[src/design/dda_pkg.sv]
// Shared types and constants for the decimal digit accumulator.
// Used by dda_digit_alu and decimal_digit_accumulator_unit; no dependencies.
package dda_pkg;

  // Command codes carried in s_tuser
  localparam logic [2:0] CMD_CLEAR  = 3'd0;
  localparam logic [2:0] CMD_ADD    = 3'd1;
  localparam logic [2:0] CMD_DOUBLE = 3'd2;
  localparam logic [2:0] CMD_HALVE  = 3'd3;
  localparam logic [2:0] CMD_READ   = 3'd4;

  localparam logic [3:0]  DIGIT_MAX = 4'd9;
  localparam logic [11:0] POINT_MAX = 12'd4095;

  typedef enum logic [1:0] {
    ST_IDLE,
    ST_CLEAR,
    ST_STEP,
    ST_DONE
  } state_t;

  typedef enum logic [1:0] {
    OP_ADD,
    OP_DOUBLE,
    OP_FIVE
  } alu_op_t;

  typedef struct packed {
    alu_op_t    op;
    logic       used;
    logic [3:0] digit;
    logic [3:0] addend;
  } alu_in_t;

  typedef struct packed {
    logic [3:0] digit;
    logic [2:0] carry;
  } alu_out_t;

endpackage

[src/design/dda_digit_alu.sv]
// One decimal digit step: (digit * factor + addend) split into digit and carry.
// Depends on dda_pkg.
module dda_digit_alu (
  input  dda_pkg::alu_in_t  alu_in,
  output dda_pkg::alu_out_t alu_out
);

  logic [3:0] base;
  logic [5:0] prod;
  logic [5:0] total;
  logic [2:0] quot;

  assign base = alu_in.used ? alu_in.digit : 4'd0;

  always_comb begin
    unique case (alu_in.op)
      dda_pkg::OP_ADD:    prod = {2'b00, base};
      dda_pkg::OP_DOUBLE: prod = {1'b0, base, 1'b0};
      dda_pkg::OP_FIVE:   prod = {base, 2'b00} + {2'b00, base};
      default:            prod = {2'b00, base};
    endcase
  end

  assign total = prod + {2'b00, alu_in.addend};

  // Total stays below 50, so the quotient by ten is a short compare chain
  always_comb begin
    if (total >= 6'd40) begin
      quot = 3'd4;
    end else if (total >= 6'd30) begin
      quot = 3'd3;
    end else if (total >= 6'd20) begin
      quot = 3'd2;
    end else if (total >= 6'd10) begin
      quot = 3'd1;
    end else begin
      quot = 3'd0;
    end
  end

  assign alu_out.carry = quot;
  assign alu_out.digit = 4'(total - 6'({3'b000, quot} * 6'd10));

endmodule

[config.mk]
export PLATFORM = sky130hd
export DESIGN_NAME = dda_digit_alu
export DESIGN_NICKNAME = d
export VERILOG_FILES = /design/src/design/dda_pkg.sv /design/src/design/dda_digit_alu.sv
export SDC_FILE = /design/constraint.sdc
export NUM_CORES = 1
export LEC_CHECK = 0
export ABC_AREA = 1
export BUFFER_PORTS_ARGS = -buffer_cell sky130_fd_sc_hd__buf_4
export CAP_MARGIN = 20
export CORE_MARGIN = 4
export CORE_UTILIZATION = 45
export DETAILED_ROUTE_END_ITERATION = 6
export GPL_TIMING_DRIVEN = 0
export PLACE_DENSITY = 0.68
export SKIP_LAST_GASP = 1
export SLEW_MARGIN = 10
export SYNTH_ARGS = -nofsm -noshare
export SYNTH_HDL_FRONTEND = slang
export SYNTH_SLANG_ARGS = --single-unit
[constraint.sdc]
create_clock -name vclk -period 7.4
set_input_delay 0.37 -clock vclk [all_inputs]
set_output_delay 0.37 -clock vclk [all_outputs]
set_load 0.02 [all_outputs]
==> impl_metrics.ini <==
[status]
outcome = completed

[logic_synthesis]
synth_nets = 129
syn_area_um2 = 606.8
synth_cell_types = 19
synth_warnings = 0
synth.avg_cell_area_um2 = 5.619
syn_inst = 108
synth-compound-area-share_pct = 13.81
synthAdderAreaFrac_pct = 23.09
synth_top_family_by_area = simple AND/OR/NAND/NOR gates
synth.area.mux_share_pct = 0
ys_seq_area_share_pct = 0
synth-xor-area-share_pct = 2.887
synthSimpleGateAreaFrac_pct = 45.36

[floorplanning]
io_pins = 18
dieWidth_um = 44.72
dieArea_um2 = 2000
start_util_pct = 51.16
coreArea_um2 = 1186
rows = 12
chipHeight_um = 44.72

[critical_path]
end_kind = output port
critical_path.max_stage_delay_ns = 0.36
arrival_ns = 3.93
worst_ep_required_time_ns = 7.03
criticalPathCategory = primary input to output port
cp_common_cell = inv_1
critPathSlowestCell = fa_1
critPathMaxFanout = 6
crit_path_start_kind = primary input

[timing]
period_minus_slack_ns = 4.305
setup_viol_count_final = 0
finalSetupTns_ns = 0
max-slew-margin-rel_pct = 81.31
hold_ws_ns = 1.067
slew_viol_final = 0
report.final.hold_viol_count = 0
tightest_slew_ns = 0.2794
max_freq_mhz = 232.3
rsz0062_at_grt = no
period_share_pct = 58.17

[routing]
postRouteAntennaNets = 0
wirelength_um = 1279
wl_per_cell_um = 9.136
drt-initial-drc-count = 6
drc = 0
vias = 653
vias_per_cell = 4.664
first_pass_iters = 4

[finish]
seq_cells = 0
nNetsFinal = 149
nClkBuffers = 0
diodes = 0
seq_area_um2 = 0
drive_gt1_share_pct = 26.98
syn_to_final_growth_pct = 25.15

[pwr]
power.ir.vdd_worst_v = 0.0001631
leakage_nw = 0.4717
powerDensity_nw_per_um2 = 147.1

[global_route]
grt_max_degree = 7
antenna_found_initial = 0
grt_pass1_wl_um = 2290
grtUsageTotal_pct = 14.08
grt_pass1_vias = 587
grt_overflow = 0

[clock_network]
cts_resized = 0
post_cts.repair.setup_buffers = 0
hold_buffers = 0

[hold_path]
holdCritPathClass = primary input to output port

[placement]
gp_congestion = 0.7535
hpwl_um = 1186
place.port_buffers = 18

[job]
drv_cap = 0
path summary, 6_finish.rpt:
check	startpoint	endpoint	slack, ns	cells past startpoint
worst min-delay path	alu_in[0]	alu_out[3]	1.07	3
worst max-delay path	alu_in[9]	alu_out[6]	3.10	26
cell families (layout without fill, tap and decap cells):
family | after synthesis | count (layout)
AO/OA/AOI/OAI | 12 | 12
buffers and inverters | 24 | 42
adder cells (fa/ha/maj) | 10 | 10
AND/OR/NAND/NOR | 60 | 60
XOR/XNOR | 2 | 2
Yosys cell counts:
cell type,count,area (um^2)
a31o_2,1,8.760
a21oi_1,5,25.02
nand3_1,13,65.06
a221oi_1,1,8.760
nand2_4,1,11.26
inv_1,21,78.83
nor2_2,2,12.51
o22ai_1,1,6.260
o21ai_0,2,10.01
fa_1,2,40.04
ha_1,8,100.1
nor2_1,7,26.28
inv_2,3,11.26
a21oi_2,1,8.760
nand2_2,6,37.54
nand3_2,1,10.01
nand2_1,30,112.6
xor2_1,2,17.52
a21oi_4,1,16.27
critical path: cells and delay by family:
kind                     cells  cell delay (ns)
adder cells (fa/ha/maj)      4             1.16
AND/OR/NAND/NOR              9             0.96
AO/OA/AOI/OAI                4             0.67
buffers and inverters        8             0.59
XOR/XNOR                     1             0.19
metrics by stage:
stage / cells / setup slack [ns] / power (W) / utilization (%) / instance area (um^2)
after floorplan: 108 / 3.315 / 0.00007760 / - / 606.8
after global placement: 140 / 3.153 / 0.0001105 / 64.03 / 759.5
after detailed placement: 140 / 3.131 / 0.0001132 / 64.03 / 759.5
after CTS: 140 / 3.105 / 0.0001131 / 64.03 / 759.5
after global routing: 140 / 2.767 / 0.0001266 / 64.03 / 759.5
final: 140 / 3.095 / 0.0001117 / 64.03 / 759.5
power breakdown:
group | switching (W) | internal, W | total, W
registers | 0 | 0 | 0
logic | 0.0000663 | 0.0000455 | 0.000112
clock network | 0 | 0 | 0
total | 0.0000663 | 0.0000455 | 0.000112
layout by cell type, fill, tap and decap left out:
master,instances
nor2_2,2
inv_1,21
nand3_2,1
o22ai_1,1
o21ai_0,2
nand2_1,30
buf_4,18
a221oi_1,1
a21oi_2,1
a21oi_4,1
nand2_2,6
fa_1,2
ha_1,8
inv_2,3
nand3_1,13
a21oi_1,5
nor2_1,7
xor2_1,2
a31o_2,1
nand2_4,1
routing by layer:
layer	vias up	global-route usage, %	wire length (um)
met5	-	0	0
met4	0	0	0
met3	0	0	75
met2	14	22.35	522
met1	262	22.33	680
li1	377	-	-
cell type report:
type / instances / area [um^2]
repair buffers: 18 / 135.1
inverters: 24 / 90.09
fillers: 125 / 426.7
well taps: 14 / 17.52
multi-input cells: 84 / 516.7
No activity file was read; power rests on OpenSTA's default activity.
